`config.mk`:
```
export PLATFORM = sky130hd
export DESIGN_NAME = ranked_array_list
export DESIGN_NICKNAME = d
export VERILOG_FILES = /design/src/sv/ral_pkg.sv /design/src/sv/ral_ram.sv /design/src/sv/ral_queue.sv /design/src/sv/ral_front.sv /design/src/sv/ral_back.sv /design/src/sv/ranked_array_list.sv
export VERILOG_INCLUDE_DIRS = /design/src /design/src/sv
export SDC_FILE = /design/constraint.sdc
export NUM_CORES = 2
export LEC_CHECK = 0
export BUFFER_PORTS_ARGS = -buffer_cell sky130_fd_sc_hd__buf_2
export CAP_MARGIN = 20
export CORE_MARGIN = 2
export CORE_UTILIZATION = 55
export CTS_CLUSTER_DIAMETER = 50
export DETAILED_ROUTE_END_ITERATION = 12
export PLACE_DENSITY_LB_ADDON = 0.12
export SYNTH_ARGS = -nofsm -noshare
export SYNTH_HDL_FRONTEND = slang
export SYNTH_SLANG_ARGS = --single-unit
```
`constraint.sdc`:
```
create_clock -name i_clk -period 6.1 [get_ports i_clk]
set_input_delay 0.61 -clock i_clk [delete_from_list [all_inputs] [get_ports i_clk]]
set_output_delay 0.61 -clock i_clk [all_outputs]
set_load 0.02 [all_outputs]
```
`src/sv/ranked_array_list_defines.svh`:
```
// Assertion macros shared by the list's modules.
// Each macro expects the module to have i_clk and i_rst_n in scope.
`ifndef RANKED_ARRAY_LIST_DEFINES_SVH
`define RANKED_ARRAY_LIST_DEFINES_SVH

// Same-cycle implication, checked at every rising edge outside reset.
`define RAL_CHECK(label, ante, cons, msg) \
    label: assert property (@(posedge i_clk) disable iff (!i_rst_n) (ante) |-> (cons)) \
        else $error(msg);

// Next-cycle implication, checked at every rising edge outside reset.
`define RAL_CHECK_NEXT(label, ante, cons, msg) \
    label: assert property (@(posedge i_clk) disable iff (!i_rst_n) (ante) |=> (cons)) \
        else $error(msg);

`endif

```
`src/sv/ral_pkg.sv`:
```
package ral_pkg;

    // Fixed port widths of the request and result fields.
    localparam int unsigned OP_W     = 3;
    localparam int unsigned POS_W    = 6;
    localparam int unsigned ENTRY_W  = 64;
    localparam int unsigned STATUS_W = 2;
    localparam int unsigned COUNT_W  = 6;

    // Request operation codes.
    typedef enum logic [OP_W-1:0] {
        OP_ADD    = 3'd0,
        OP_REMOVE = 3'd1,
        OP_GET    = 3'd2,
        OP_SET    = 3'd3,
        OP_CLEAR  = 3'd4
    } t_op;

    // Result status codes.
    typedef enum logic [STATUS_W-1:0] {
        ST_OK      = 2'd0,
        ST_BAD_POS = 2'd1,
        ST_FULL    = 2'd2
    } t_status;

    // Work that the back end has to do for a classified request.
    typedef enum logic [2:0] {
        K_NONE,
        K_ADD,
        K_REMOVE,
        K_GET,
        K_SET
    } t_kind;

    // Control part of a classified request.
    typedef struct packed {
        t_kind   kind;
        t_status status;
    } t_ctrl;

    // Back end sequencer states.
    typedef enum logic [1:0] {
        B_IDLE,
        B_FETCH,
        B_SHIFT,
        B_PLACE
    } t_bstate;

endpackage

```
`src/sv/ral_ram.sv`:
```
// Simple dual-port RAM: one write port, one read port with registered data.
module ral_ram #(
    parameter int unsigned WIDTH = 64,
    parameter int unsigned DEPTH = 32
) (
    input  logic                     i_clk,
    input  logic                     i_we,
    input  logic [$clog2(DEPTH)-1:0] i_waddr,
    input  logic [WIDTH-1:0]         i_wdata,
    input  logic                     i_re,
    input  logic [$clog2(DEPTH)-1:0] i_raddr,
    output logic [WIDTH-1:0]         o_rdata
);

    logic [WIDTH-1:0] r_mem [DEPTH];
    logic [WIDTH-1:0] r_rdata;

    always_ff @(posedge i_clk) begin
        if (i_we) begin
            r_mem[i_waddr] <= i_wdata;
        end
        if (i_re) begin
            r_rdata <= r_mem[i_raddr];
        end
    end

    assign o_rdata = r_rdata;

endmodule

```
`src/sv/ral_queue.sv`:
```
`include "ranked_array_list_defines.svh"

// Two-entry FIFO between the front end and the back end.
module ral_queue #(
    parameter int unsigned WIDTH = 8
) (
    input  logic             i_clk,
    input  logic             i_rst_n,
    input  logic             i_push,
    input  logic [WIDTH-1:0] i_push_data,
    input  logic             i_pop,
    output logic [WIDTH-1:0] o_data,
    output logic             o_valid,
    output logic             o_full
);

    logic [WIDTH-1:0] r_slot [2];
    logic             r_wptr;
    logic             r_rptr;
    logic [1:0]       r_fill;
    logic             n_wptr;
    logic             n_rptr;
    logic [1:0]       n_fill;

    // Pointer and fill bookkeeping.
    always_comb begin
        n_wptr = r_wptr;
        n_rptr = r_rptr;
        n_fill = r_fill;
        if (i_push) begin
            n_wptr = ~r_wptr;
        end
        if (i_pop) begin
            n_rptr = ~r_rptr;
        end
        if (i_push && !i_pop) begin
            n_fill = r_fill + 2'd1;
        end else if (i_pop && !i_push) begin
            n_fill = r_fill - 2'd1;
        end
    end

    always_ff @(posedge i_clk) begin
        if (!i_rst_n) begin
            r_wptr <= 1'b0;
            r_rptr <= 1'b0;
            r_fill <= 2'd0;
        end else begin
            r_wptr <= n_wptr;
            r_rptr <= n_rptr;
            r_fill <= n_fill;
        end
    end

    // Storage slots carry no reset.
    always_ff @(posedge i_clk) begin
        if (i_push) begin
            r_slot[r_wptr] <= i_push_data;
        end
    end

    assign o_data  = r_slot[r_rptr];
    assign o_valid = (r_fill != 2'd0);
    assign o_full  = (r_fill == 2'd2);

    `RAL_CHECK(a_no_overflow, i_push, !o_full, "request pushed into a full queue")
    `RAL_CHECK(a_no_underflow, i_pop, o_valid, "request popped from an empty queue")

endmodule

```
`src/sv/ral_front.sv`:
```
`include "ranked_array_list_defines.svh"

// Front end: accepts requests, owns the entry count and classifies each request.
module ral_front #(
    parameter int unsigned CAPACITY    = 32,
    parameter int unsigned ENTRY_WIDTH = 64
) (
    input  logic                              i_clk,
    input  logic                              i_rst_n,
    input  logic                              i_start,
    input  logic [ral_pkg::OP_W-1:0]          i_operation,
    input  logic [ral_pkg::POS_W-1:0]         i_position,
    input  logic [ral_pkg::ENTRY_W-1:0]       i_entry_in,
    input  logic                              i_full,
    output logic                              o_busy,
    output logic                              o_push,
    output ral_pkg::t_ctrl                    o_ctrl,
    output logic [$clog2(CAPACITY)-1:0]       o_pos,
    output logic [$clog2(CAPACITY+1)-1:0]     o_moves,
    output logic [$clog2(CAPACITY+1)-1:0]     o_count,
    output logic [ENTRY_WIDTH-1:0]            o_data
);

    localparam int unsigned AW   = $clog2(CAPACITY);
    localparam int unsigned CW   = $clog2(CAPACITY + 1);
    localparam int unsigned CMPW = (CW > ral_pkg::POS_W) ? CW : ral_pkg::POS_W;

    logic [CW-1:0]   r_count;
    logic [CW-1:0]   n_count;
    logic [CMPW-1:0] pos_ext;
    logic [CMPW-1:0] cnt_ext;
    logic            accept;

    assign accept  = i_start && !i_full;
    assign pos_ext = CMPW'(i_position);
    assign cnt_ext = CMPW'(r_count);

    // Classification against the count as it stands before this request.
    always_comb begin
        o_ctrl.kind   = ral_pkg::K_NONE;
        o_ctrl.status = ral_pkg::ST_OK;
        o_moves       = '0;
        n_count       = r_count;
        case (i_operation)
            ral_pkg::OP_ADD: begin
                if (pos_ext > cnt_ext) begin
                    o_ctrl.status = ral_pkg::ST_BAD_POS;
                end else if (r_count == CW'(CAPACITY)) begin
                    o_ctrl.status = ral_pkg::ST_FULL;
                end else begin
                    o_ctrl.kind = ral_pkg::K_ADD;
                    o_moves     = CW'(cnt_ext - pos_ext);
                    n_count     = r_count + CW'(1);
                end
            end
            ral_pkg::OP_REMOVE, ral_pkg::OP_GET, ral_pkg::OP_SET: begin
                if (pos_ext >= cnt_ext) begin
                    o_ctrl.status = ral_pkg::ST_BAD_POS;
                end else if (i_operation == ral_pkg::OP_REMOVE) begin
                    o_ctrl.kind = ral_pkg::K_REMOVE;
                    o_moves     = CW'(cnt_ext - pos_ext - CMPW'(1));
                    n_count     = r_count - CW'(1);
                end else if (i_operation == ral_pkg::OP_GET) begin
                    o_ctrl.kind = ral_pkg::K_GET;
                end else begin
                    o_ctrl.kind = ral_pkg::K_SET;
                end
            end
            ral_pkg::OP_CLEAR: begin
                n_count = '0;
            end
            default: begin
                n_count = r_count;
            end
        endcase
    end

    always_ff @(posedge i_clk) begin
        if (!i_rst_n) begin
            r_count <= '0;
        end else if (accept) begin
            r_count <= n_count;
        end
    end

    assign o_busy  = i_full;
    assign o_push  = accept;
    assign o_pos   = AW'(i_position);
    assign o_count = n_count;
    assign o_data  = i_entry_in[ENTRY_WIDTH-1:0];

    `RAL_CHECK(a_count_bound, 1'b1, r_count <= CW'(CAPACITY), "entry count above capacity")

endmodule

```
`src/sv/ral_back.sv`:
```
`include "ranked_array_list_defines.svh"

// Back end: carries out classified requests on the entry RAM and issues results.
module ral_back #(
    parameter int unsigned CAPACITY    = 32,
    parameter int unsigned ENTRY_WIDTH = 64
) (
    input  logic                          i_clk,
    input  logic                          i_rst_n,
    input  logic                          i_valid,
    input  ral_pkg::t_ctrl                i_ctrl,
    input  logic [$clog2(CAPACITY)-1:0]   i_pos,
    input  logic [$clog2(CAPACITY+1)-1:0] i_moves,
    input  logic [$clog2(CAPACITY+1)-1:0] i_count,
    input  logic [ENTRY_WIDTH-1:0]        i_data,
    output logic                          o_pop,
    output logic                          o_strobe,
    output ral_pkg::t_status              o_status,
    output logic [ENTRY_WIDTH-1:0]        o_entry,
    output logic [$clog2(CAPACITY+1)-1:0] o_count
);

    localparam int unsigned AW = $clog2(CAPACITY);
    localparam int unsigned CW = $clog2(CAPACITY + 1);

    ral_pkg::t_bstate r_state, n_state;
    ral_pkg::t_kind   r_kind, n_kind;
    ral_pkg::t_status r_status, n_status;
    logic [AW-1:0]    r_pos, n_pos;
    logic [AW-1:0]    r_src, n_src;
    logic [AW-1:0]    r_dst, n_dst;
    logic [CW-1:0]    r_left, n_left;
    logic [CW-1:0]    r_count, n_count;
    logic [ENTRY_WIDTH-1:0] r_data, n_data;
    logic [ENTRY_WIDTH-1:0] r_result, n_result;

    logic                   r_strobe, n_strobe;
    ral_pkg::t_status       r_out_status, n_out_status;
    logic [ENTRY_WIDTH-1:0] r_out_entry, n_out_entry;
    logic [CW-1:0]          r_out_count, n_out_count;

    logic                   ram_we;
    logic [AW-1:0]          ram_waddr;
    logic [ENTRY_WIDTH-1:0] ram_wdata;
    logic                   ram_re;
    logic [AW-1:0]          ram_raddr;
    logic [ENTRY_WIDTH-1:0] ram_rdata;
    logic [CW-1:0]          pos_plus_moves;

    // Entry storage.
    ral_ram #(
        .WIDTH (ENTRY_WIDTH),
        .DEPTH (CAPACITY)
    ) u_ram (
        .i_clk   (i_clk),
        .i_we    (ram_we),
        .i_waddr (ram_waddr),
        .i_wdata (ram_wdata),
        .i_re    (ram_re),
        .i_raddr (ram_raddr),
        .o_rdata (ram_rdata)
    );

    // For an add, the old count equals the position plus the number of moves.
    assign pos_plus_moves = CW'(i_pos) + i_moves;

    // Sequencer: next state, RAM accesses and result issue.
    always_comb begin
        n_state      = r_state;
        n_kind       = r_kind;
        n_status     = r_status;
        n_pos        = r_pos;
        n_src        = r_src;
        n_dst        = r_dst;
        n_left       = r_left;
        n_count      = r_count;
        n_data       = r_data;
        n_result     = r_result;
        n_strobe     = 1'b0;
        n_out_status = r_out_status;
        n_out_entry  = r_out_entry;
        n_out_count  = r_out_count;
        ram_we       = 1'b0;
        ram_waddr    = r_dst;
        ram_wdata    = ram_rdata;
        ram_re       = 1'b0;
        ram_raddr    = r_src;
        o_pop        = 1'b0;
        case (r_state)
            ral_pkg::B_IDLE: begin
                if (i_valid) begin
                    o_pop    = 1'b1;
                    n_kind   = i_ctrl.kind;
                    n_status = i_ctrl.status;
                    n_pos    = i_pos;
                    n_left   = i_moves;
                    n_count  = i_count;
                    n_data   = i_data;
                    case (i_ctrl.kind)
                        ral_pkg::K_GET, ral_pkg::K_SET, ral_pkg::K_REMOVE: begin
                            ram_re    = 1'b1;
                            ram_raddr = i_pos;
                            n_state   = ral_pkg::B_FETCH;
                        end
                        ral_pkg::K_ADD: begin
                            if (i_moves == '0) begin
                                // Append at the end: no entries move.
                                ram_we       = 1'b1;
                                ram_waddr    = i_pos;
                                ram_wdata    = i_data;
                                n_strobe     = 1'b1;
                                n_out_status = i_ctrl.status;
                                n_out_entry  = '0;
                                n_out_count  = i_count;
                            end else begin
                                // Shift from the top entry down toward the position.
                                ram_re    = 1'b1;
                                ram_raddr = AW'(pos_plus_moves - CW'(1));
                                n_src     = AW'(pos_plus_moves - CW'(1));
                                n_dst     = AW'(pos_plus_moves);
                                n_state   = ral_pkg::B_SHIFT;
                            end
                        end
                        default: begin
                            // Failed, clear and unknown requests touch no entry.
                            n_strobe     = 1'b1;
                            n_out_status = i_ctrl.status;
                            n_out_entry  = '0;
                            n_out_count  = i_count;
                        end
                    endcase
                end
            end
            ral_pkg::B_FETCH: begin
                case (r_kind)
                    ral_pkg::K_SET: begin
                        ram_we       = 1'b1;
                        ram_waddr    = r_pos;
                        ram_wdata    = r_data;
                        n_strobe     = 1'b1;
                        n_out_status = r_status;
                        n_out_entry  = ram_rdata;
                        n_out_count  = r_count;
                        n_state      = ral_pkg::B_IDLE;
                    end
                    ral_pkg::K_REMOVE: begin
                        n_result = ram_rdata;
                        if (r_left == '0) begin
                            n_strobe     = 1'b1;
                            n_out_status = r_status;
                            n_out_entry  = ram_rdata;
                            n_out_count  = r_count;
                            n_state      = ral_pkg::B_IDLE;
                        end else begin
                            // Close the gap, starting just above the position.
                            ram_re    = 1'b1;
                            ram_raddr = r_pos + AW'(1);
                            n_src     = r_pos + AW'(1);
                            n_dst     = r_pos;
                            n_state   = ral_pkg::B_SHIFT;
                        end
                    end
                    default: begin
                        n_strobe     = 1'b1;
                        n_out_status = r_status;
                        n_out_entry  = ram_rdata;
                        n_out_count  = r_count;
                        n_state      = ral_pkg::B_IDLE;
                    end
                endcase
            end
            ral_pkg::B_SHIFT: begin
                // Write the entry read last cycle and, while moves remain, issue the next read.
                ram_we    = 1'b1;
                ram_waddr = r_dst;
                ram_wdata = ram_rdata;
                if (r_left == CW'(1)) begin
                    if (r_kind == ral_pkg::K_ADD) begin
                        n_state = ral_pkg::B_PLACE;
                    end else begin
                        n_strobe     = 1'b1;
                        n_out_status = r_status;
                        n_out_entry  = r_result;
                        n_out_count  = r_count;
                        n_state      = ral_pkg::B_IDLE;
                    end
                end else begin
                    n_left = r_left - CW'(1);
                    if (r_kind == ral_pkg::K_ADD) begin
                        n_src = r_src - AW'(1);
                        n_dst = r_dst - AW'(1);
                    end else begin
                        n_src = r_src + AW'(1);
                        n_dst = r_dst + AW'(1);
                    end
                    ram_re    = 1'b1;
                    ram_raddr = n_src;
                end
            end
            ral_pkg::B_PLACE: begin
                ram_we       = 1'b1;
                ram_waddr    = r_pos;
                ram_wdata    = r_data;
                n_strobe     = 1'b1;
                n_out_status = r_status;
                n_out_entry  = '0;
                n_out_count  = r_count;
                n_state      = ral_pkg::B_IDLE;
            end
            default: begin
                n_state = ral_pkg::B_IDLE;
            end
        endcase
    end

    // Control state.
    always_ff @(posedge i_clk) begin
        if (!i_rst_n) begin
            r_state  <= ral_pkg::B_IDLE;
            r_strobe <= 1'b0;
        end else begin
            r_state  <= n_state;
            r_strobe <= n_strobe;
        end
    end

    // Request and result payload.
    always_ff @(posedge i_clk) begin
        r_kind       <= n_kind;
        r_status     <= n_status;
        r_pos        <= n_pos;
        r_src        <= n_src;
        r_dst        <= n_dst;
        r_left       <= n_left;
        r_count      <= n_count;
        r_data       <= n_data;
        r_result     <= n_result;
        r_out_status <= n_out_status;
        r_out_entry  <= n_out_entry;
        r_out_count  <= n_out_count;
    end

    assign o_strobe = r_strobe;
    assign o_status = r_out_status;
    assign o_entry  = r_out_entry;
    assign o_count  = r_out_count;

    `RAL_CHECK(a_shift_left, r_state == ral_pkg::B_SHIFT, r_left != '0, "shift with no moves left")
    `RAL_CHECK_NEXT(a_fetch_result,
        r_state == ral_pkg::B_FETCH && (r_kind == ral_pkg::K_GET || r_kind == ral_pkg::K_SET),
        r_strobe && r_state == ral_pkg::B_IDLE, "get or set gave no result after its read")
    `RAL_CHECK_NEXT(a_place_result, r_state == ral_pkg::B_PLACE,
        r_strobe && r_state == ral_pkg::B_IDLE, "add gave no result after placing its entry")

endmodule

```
`src/sv/ranked_array_list.sv`:
```
// Channel   Direction  Handshake                 Fields
// request   in         start high, busy low      i_operation, i_position, i_entry_in
// result    out        o_strobe, one cycle       o_status, o_entry_out, o_list_count
//
// Once the back end takes a request from the queue, a request that touches no entry or
// appends at the end has its result strobed without a RAM read; get and set first read
// the entry, add first shifts the entries from position p to the end of n entries up by one,
// and remove first shifts those above p down. The RAM moves one entry per cycle.
// A two-entry queue takes requests while the back end works; busy is high when it is full.
// Reset is synchronous and active low; it empties the list and the queue.
// The receiver cannot stall: each result is valid for exactly one cycle.
module ranked_array_list #(
    parameter int unsigned CAPACITY    = 32,
    parameter int unsigned ENTRY_WIDTH = 64
) (
    input  logic                            i_clk,
    input  logic                            i_rst_n,
    input  logic                            start,
    output logic                            busy,
    input  logic [ral_pkg::OP_W-1:0]        i_operation,
    input  logic [ral_pkg::POS_W-1:0]       i_position,
    input  logic [ral_pkg::ENTRY_W-1:0]     i_entry_in,
    output logic                            o_strobe,
    output logic [ral_pkg::STATUS_W-1:0]    o_status,
    output logic [ral_pkg::ENTRY_W-1:0]     o_entry_out,
    output logic [ral_pkg::COUNT_W-1:0]     o_list_count
);

    localparam int unsigned AW    = $clog2(CAPACITY);
    localparam int unsigned CW    = $clog2(CAPACITY + 1);
    localparam int unsigned CTW   = $bits(ral_pkg::t_ctrl);
    localparam int unsigned QW    = CTW + CW + CW + AW + ENTRY_WIDTH;
    localparam int unsigned OEW   = ral_pkg::ENTRY_W;
    localparam int unsigned OCW   = ral_pkg::COUNT_W;

    logic                   f_push;
    ral_pkg::t_ctrl         f_ctrl;
    logic [AW-1:0]          f_pos;
    logic [CW-1:0]          f_moves;
    logic [CW-1:0]          f_count;
    logic [ENTRY_WIDTH-1:0] f_data;

    logic [QW-1:0]          q_in;
    logic [QW-1:0]          q_out;
    logic                   q_valid;
    logic                   q_full;

    ral_pkg::t_ctrl         b_ctrl;
    logic [AW-1:0]          b_pos;
    logic [CW-1:0]          b_moves;
    logic [CW-1:0]          b_count;
    logic [ENTRY_WIDTH-1:0] b_data;
    logic                   b_pop;
    ral_pkg::t_status       b_status;
    logic [ENTRY_WIDTH-1:0] b_entry;
    logic [CW-1:0]          b_out_count;

    // Request intake and classification.
    ral_front #(
        .CAPACITY    (CAPACITY),
        .ENTRY_WIDTH (ENTRY_WIDTH)
    ) u_front (
        .i_clk       (i_clk),
        .i_rst_n     (i_rst_n),
        .i_start     (start),
        .i_operation (i_operation),
        .i_position  (i_position),
        .i_entry_in  (i_entry_in),
        .i_full      (q_full),
        .o_busy      (busy),
        .o_push      (f_push),
        .o_ctrl      (f_ctrl),
        .o_pos       (f_pos),
        .o_moves     (f_moves),
        .o_count     (f_count),
        .o_data      (f_data)
    );

    // Classified requests waiting for the back end.
    assign q_in = {f_ctrl, f_count, f_moves, f_pos, f_data};

    ral_queue #(
        .WIDTH (QW)
    ) u_queue (
        .i_clk       (i_clk),
        .i_rst_n     (i_rst_n),
        .i_push      (f_push),
        .i_push_data (q_in),
        .i_pop       (b_pop),
        .o_data      (q_out),
        .o_valid     (q_valid),
        .o_full      (q_full)
    );

    assign {b_ctrl, b_count, b_moves, b_pos, b_data} = q_out;

    // Execution on the entry RAM.
    ral_back #(
        .CAPACITY    (CAPACITY),
        .ENTRY_WIDTH (ENTRY_WIDTH)
    ) u_back (
        .i_clk    (i_clk),
        .i_rst_n  (i_rst_n),
        .i_valid  (q_valid),
        .i_ctrl   (b_ctrl),
        .i_pos    (b_pos),
        .i_moves  (b_moves),
        .i_count  (b_count),
        .i_data   (b_data),
        .o_pop    (b_pop),
        .o_strobe (o_strobe),
        .o_status (b_status),
        .o_entry  (b_entry),
        .o_count  (b_out_count)
    );

    // Results at the fixed port widths.
    assign o_status     = b_status;
    assign o_entry_out  = OEW'(b_entry);
    assign o_list_count = OCW'(b_out_count);

endmodule

```
After elaboration in Yosys (flattened, before gate mapping)
Memory sizes are Yosys's and may differ from the RTL's. A register that Yosys moved wholly into a read port is not among the register bits.
Index checks and enable logic that the tools add are counted.
{"block": "totals", "reg_bits": 245, "latchBits": 0, "mem_bits_rw": 2220, "rom_bits": 0, "inputBits": 76, "elab_cells": 204, "mem_count": 2}
{"block": "classes", "addsub": 14, "mul": 0, "div": 0, "order_cmp": 2, "eq_ne": 30, "n_shift": 0, "mux": 112, "n_bitwise": 2, "reduce_logical": 24}
{"name": "u_back.u_ram.r_mem", "depth": 32, "word_bits": 64, "read_ports": 1, "rd_clocked_by_memory_dff": 1, "write_ports": 1, "line_no": "ral_ram.sv:15", "source": "logic [WIDTH-1:0] r_mem [DEPTH];"}
{"name": "u_queue.r_slot", "depth": 2, "word_bits": 86, "read_ports": 1, "rd_clocked_by_memory_dff": 1, "write_ports": 1, "line_no": "ral_queue.sv:17", "source": "logic [WIDTH-1:0] r_slot [2];"}
{"cell": "2-to-1 mux 64 bit", "n": 10}
{"cell": "case mux 64 bit (4 select lines)", "n": 2}
{"cell": "case mux 64 bit (2 select lines)", "n": 1}
{"cell": "2-to-1 mux 6 bit", "n": 16}
{"cell": "2-to-1 mux 5 bit", "n": 19}
{"cell": "case mux 5 bit (3 select lines)", "n": 3}
{"cell": "case mux 6 bit (2 select lines)", "n": 3}
{"cell": "2-to-1 mux 2 bit", "n": 16}
{"cell": "2-to-1 mux 1 bit", "n": 25}
{"cell": "case mux 6 bit (4 select lines)", "n": 1}
{"cell": "case mux 5 bit (2 select lines)", "n": 2}
{"cell": "case mux 5 bit (4 select lines)", "n": 1}
{"cell": "case mux 6 bit (3 select lines)", "n": 1}
{"cell": "subtractor 6 x 1 -> 6 bit (second input constant)", "n": 3}
{"cell": "case mux 2 bit (4 select lines)", "n": 2}
{"cell": "adder 5 x 1 -> 5 bit (second input constant)", "n": 3}
{"cell": "== test 3 x 2 -> 1 bit (second input constant)", "n": 5}
{"cell": "subtractor 5 x 1 -> 5 bit (second input constant)", "n": 3}
{"cell": "!= test 2 bit (second input constant)", "n": 7}
{"cell": "zero test 6 bit", "n": 2}
{"cell": "== test 3 x 1 -> 1 bit (second input constant)", "n": 3}
{"cell": "== test 3 bit (second input constant)", "n": 3}
{"cell": "2-to-1 mux 3 bit", "n": 3}
{"cell": "case mux 2 bit (2 select lines)", "n": 2}
{"cell": "other kinds (31)", "n": 48}

Logic depth before layout (Yosys ltp)
{"block": "logic_depth", "word_depth": 7, "mapped_depth": 20}

Hierarchy
From an unflattened synthesis, not the netlist that was laid out.
{"block": "hier_totals", "cells_unflattened": 4591, "hier_area_um2": 99297.7}
{"module": "ral_ram", "instances": 1, "cells_each": 3096, "area_each_um2": 79605.1}
{"module": "ral_back", "instances": 1, "cells_each": 959, "area_each_um2": 11347.1}
{"module": "ral_queue", "instances": 1, "cells_each": 290, "area_each_um2": 6628.9}
{"module": "ral_front", "instances": 1, "cells_each": 246, "area_each_um2": 1716.6}

Least setup slack after synthesis
Ideal clock, no wire load.
{"block": "synth_path", "path_type": "register to register", "from": "memory u_queue.r_slot[0][72] in the netlist's numbering", "to": "memory u_back.u_ram.r_mem[16][0] (enable)", "arrival_ns": 5.427, "slack_ns": 0.187, "path_stages_with_launch": 10, "period_less_slack_ns": 5.913, "cell_sequence": "edfxtp_1 -> or4_4 -> nor4_4 -> nor2_1 -> nor3_1 -> and2_1 -> nor2_1 -> a222oi_1 -> nand3_1 -> nor2_1"}
{"item": "start, declared", "line_no": "ral_queue.sv:17"}
{"item": "end, declared", "line_no": "ral_ram.sv:15"}

==> out/summary.txt <==
Clock-pin transition on the worst setup and hold timing paths -> 60 ps
Most area-consuming cells after synthesis -> edfxtp_1, mux4_2, o22ai_1
Clk Tree Root Cell -> clkbuf_16
Total of flip-flops plus latches after synthesis -> 2530
Initial Util -> 0.554
Largest net degree at the start of global routing -> 96
Avg Cell Area, Syn -> 21.2 um2
Predominant post-synthesis flop cell -> edfxtp_1
Mapped Nets -> 4718
Setup CP Type -> flip-flop to flip-flop
Worst-Margin Slew -> 1030 ps
RePlAce Congestion -> 0.849
R2R Path End -> u_back.u_ram.o_rdata[23]
I/O pin cnt -> 150
Clk buf depth -> 4
Global-route wire length before repair -> 370 mm
Fin Setup TNS -> 0 ps
Die W -> 425 um
Final hold viol count -> 0
Slowest cell on crit path -> nand3_4
Crit end category -> flip-flop
Tmin final -> 5130 ps
Final max-slew violation count -> 0
Synth Instances -> 4608
Synth warnings -> 0
Worst Path Max Fanout -> 37
Final nets -> 5213
R2R Setup Slk -> 970 ps
Async set or reset register ratio after synthesis -> 0
Clock sink total -> 2530
Wire per inst -> 33.8 um
Required @ worst endpoint -> 6720 ps
Area grow syn2layout -> 15.5%
Total wire length -> 258 mm
DP HPWL -> 139 mm
Synth cell types -> 84
Startpoint Class -> flip-flop
Chip height -> 425 um
Cells along the critical path -> mux2i_1 -> inv_1 -> ha_1 -> a21o_1 -> a21oi_1 -> xor2_1 -> o2111ai_1 -> a31oi_1 -> a21oi_2 -> o21ai_4 -> nand3_4 -> buf_4 -> o22ai_1 -> nor4_2
CTS tree -> done
Vias in the first global route -> 50500
Final ANT Viol Nets -> 0
Worst Skew -> 79.7 ps
FP Rows -> 154
Max Clock Freq -> 195 MHz
Initial antenna violation count -> 0
Final setup fails -> 0
Worst hold path depth -> 2
Die ar. -> 181000 um2
Synth top area share -> 0.774
Clk Latency, worst-skew pair -> 920 ps
Sequential area share after synthesis -> 0.777
Leading area contributor after synthesis -> edfxtp_1
Crit path largest cell delay -> 840 ps
DRT Pass-1 Iters -> 8
Status -> complete, no violations
DR DRC count -> 0
Hold_sp -> i_operation[1]
Vias per inst -> 6.63
Hold Path Class -> input port to flip-flop
Post-layout util -> 0.640
Vias -> 50600
GRT Total Usage -> 0.288
H-tree depth -> 5
WP data arrival -> 5750 ps
Commonest cells in the netlist -> edfxtp_1, mux4_2, o22ai_1
Core Box Area -> 176000 um2
Max-cap violation count -> 0
Endpoint, Worst Hold -> u_queue.r_slot[1][85]
Total CTS buffers -> 281
Post-CTS Setup Inserts -> 0
EDFF count, synth -> 2516
Layout cells sized above 1 -> 0.292
Fin crit share -> 0.842
Count leader, synth -> edfxtp_1
Unrepaired setup endpoints after global routing -> false
Post-cts sizing count -> 0
PortBufs -> 149
Syn Std Cell Area -> 97600 um2
R2R depth -> 14
Slew HR -> 0.311
DRT iter0 DRCs -> 6813
Total grt overflow -> 0
## metal layers
metal  track usage  up-vias  wire length [um]
li1              -    20500                 -
met3        0.0428      409             20500
met4        0.0764        0              6170
met1         0.428    27200            107000
met2         0.455     2504            124000
met5             0        -                 0
## cells in the final DEF, fill, tap and decap left out, types with 17 or more instances in the layout
| cell type | instances |
|---|---|
| edfxtp_1 | 2516 |
| mux4_2 | 507 |
| clkbuf_16 | 291 |
| o22ai_1 | 260 |
| nand2_1 | 177 |
| buf_4 | 171 |
| buf_2 | 149 |
| nor2_1 | 118 |
| mux2_2 | 89 |
| a221oi_1 | 72 |
| buf_12 | 71 |
| dlygate4sd3_1 | 70 |
| clkinv_1 | 68 |
| a22oi_1 | 68 |
| a31oi_2 | 65 |
| clkbuf_1 | 54 |
| nor4_2 | 51 |
| a21oi_1 | 43 |
| nor2_4 | 34 |
| clkinv_2 | 33 |
| inv_1 | 32 |
| ha_1 | 27 |
| o21ai_0 | 26 |
| mux2i_1 | 23 |
| xor2_1 | 19 |
| xnor2_1 | 17 |
## worst max-delay path: cells and delay by family, from the launching register on
| kind | cells | cell delay, ps |
|---|---|---|
| DFF | 1 | 570 |
| and+or+nand+nor | 2 | 910 |
| adders and majority gates | 1 | 320 |
| AOI/OAI and AO/OA | 7 | 1540 |
| xor gates and xnor gates | 1 | 340 |
| buffers and inverters | 2 | 680 |
| muxes | 1 | 470 |
## registers in the layout (all words and copies together), names as in the netlist, 6 cells and up, named ones only
| name | count |
|---|---|
| u_back.r_result | 64 |
| u_queue.r_slot | 172 |
| u_back.u_ram.r_mem | 2048 |
| u_back.o_entry | 64 |
| u_back.r_data | 64 |
| u_back.r_count | 6 |
| u_front.cnt_ext | 6 |
| u_back.o_count | 6 |
| u_back.r_left | 6 |
| u_back.u_ram.o_rdata | 64 |
## repair_timing
item                                    CTS  global route
endpoints found under the hold margin   140             0
hold buffers                             70             0
endpoints found under the setup margin    0             0
## final cells by class
type                            count  area [um2]
Sequential cell                  2530       75800
Fill cell                       11800       63400
Multi-Input combinational cell   1785       21000
Clock buffer                      345        7480
Timing Repair Buffer              467        4230
Tap cell                         2340        2930
Clock inverter                    133        1060
Inverter                           38         149
Antenna cell                        1        2.50
## logic make-up after synthesis
family	after synthesis	synth area share
DFF	2530	0.777
buffers and inverters	293	0.0161
muxes	620	0.130
AOI/OAI and AO/OA	604	0.0422
xor gates and xnor gates	36	0.00323
and+or+nand+nor	491	0.0267
adders and majority gates	34	0.00467
## per-stage QoR
stage / std cells / setup WS, ps / instance area, um2 / hold WS (ps)
2_1_floorplan: 4608 / 187 / 97600 / 472
3_3_place_gp: 7084 / 1090 / 103000 / 485
3_5_place_dp: 7087 / 1010 / 103000 / 492
4_1_cts: 7635 / 1040 / 113000 / 130
5_1_grt: 7638 / 644 / 113000 / 184
6_report: 7639 / 966 / 113000 / 198
## how the worst max path moves through the flow
stage	end	slack, ps	cells after the start
3_3_place_gp	u_back.u_ram.o_rdata[21]	1090	14
6_report	u_back.u_ram.o_rdata[23]	970	14
2_1_floorplan	u_back.u_ram.r_mem[16][0]	190	9
5_1_grt	u_back.u_ram.o_rdata[21]	640	14
4_1_cts	u_back.u_ram.o_rdata[21]	1040	14
3_5_place_dp	u_back.u_ram.o_rdata[46]	1010	14
Power is left out: the tool's default activity adds up to more than one toggle a clock period on the data nets, which glitch-free logic cannot reach.
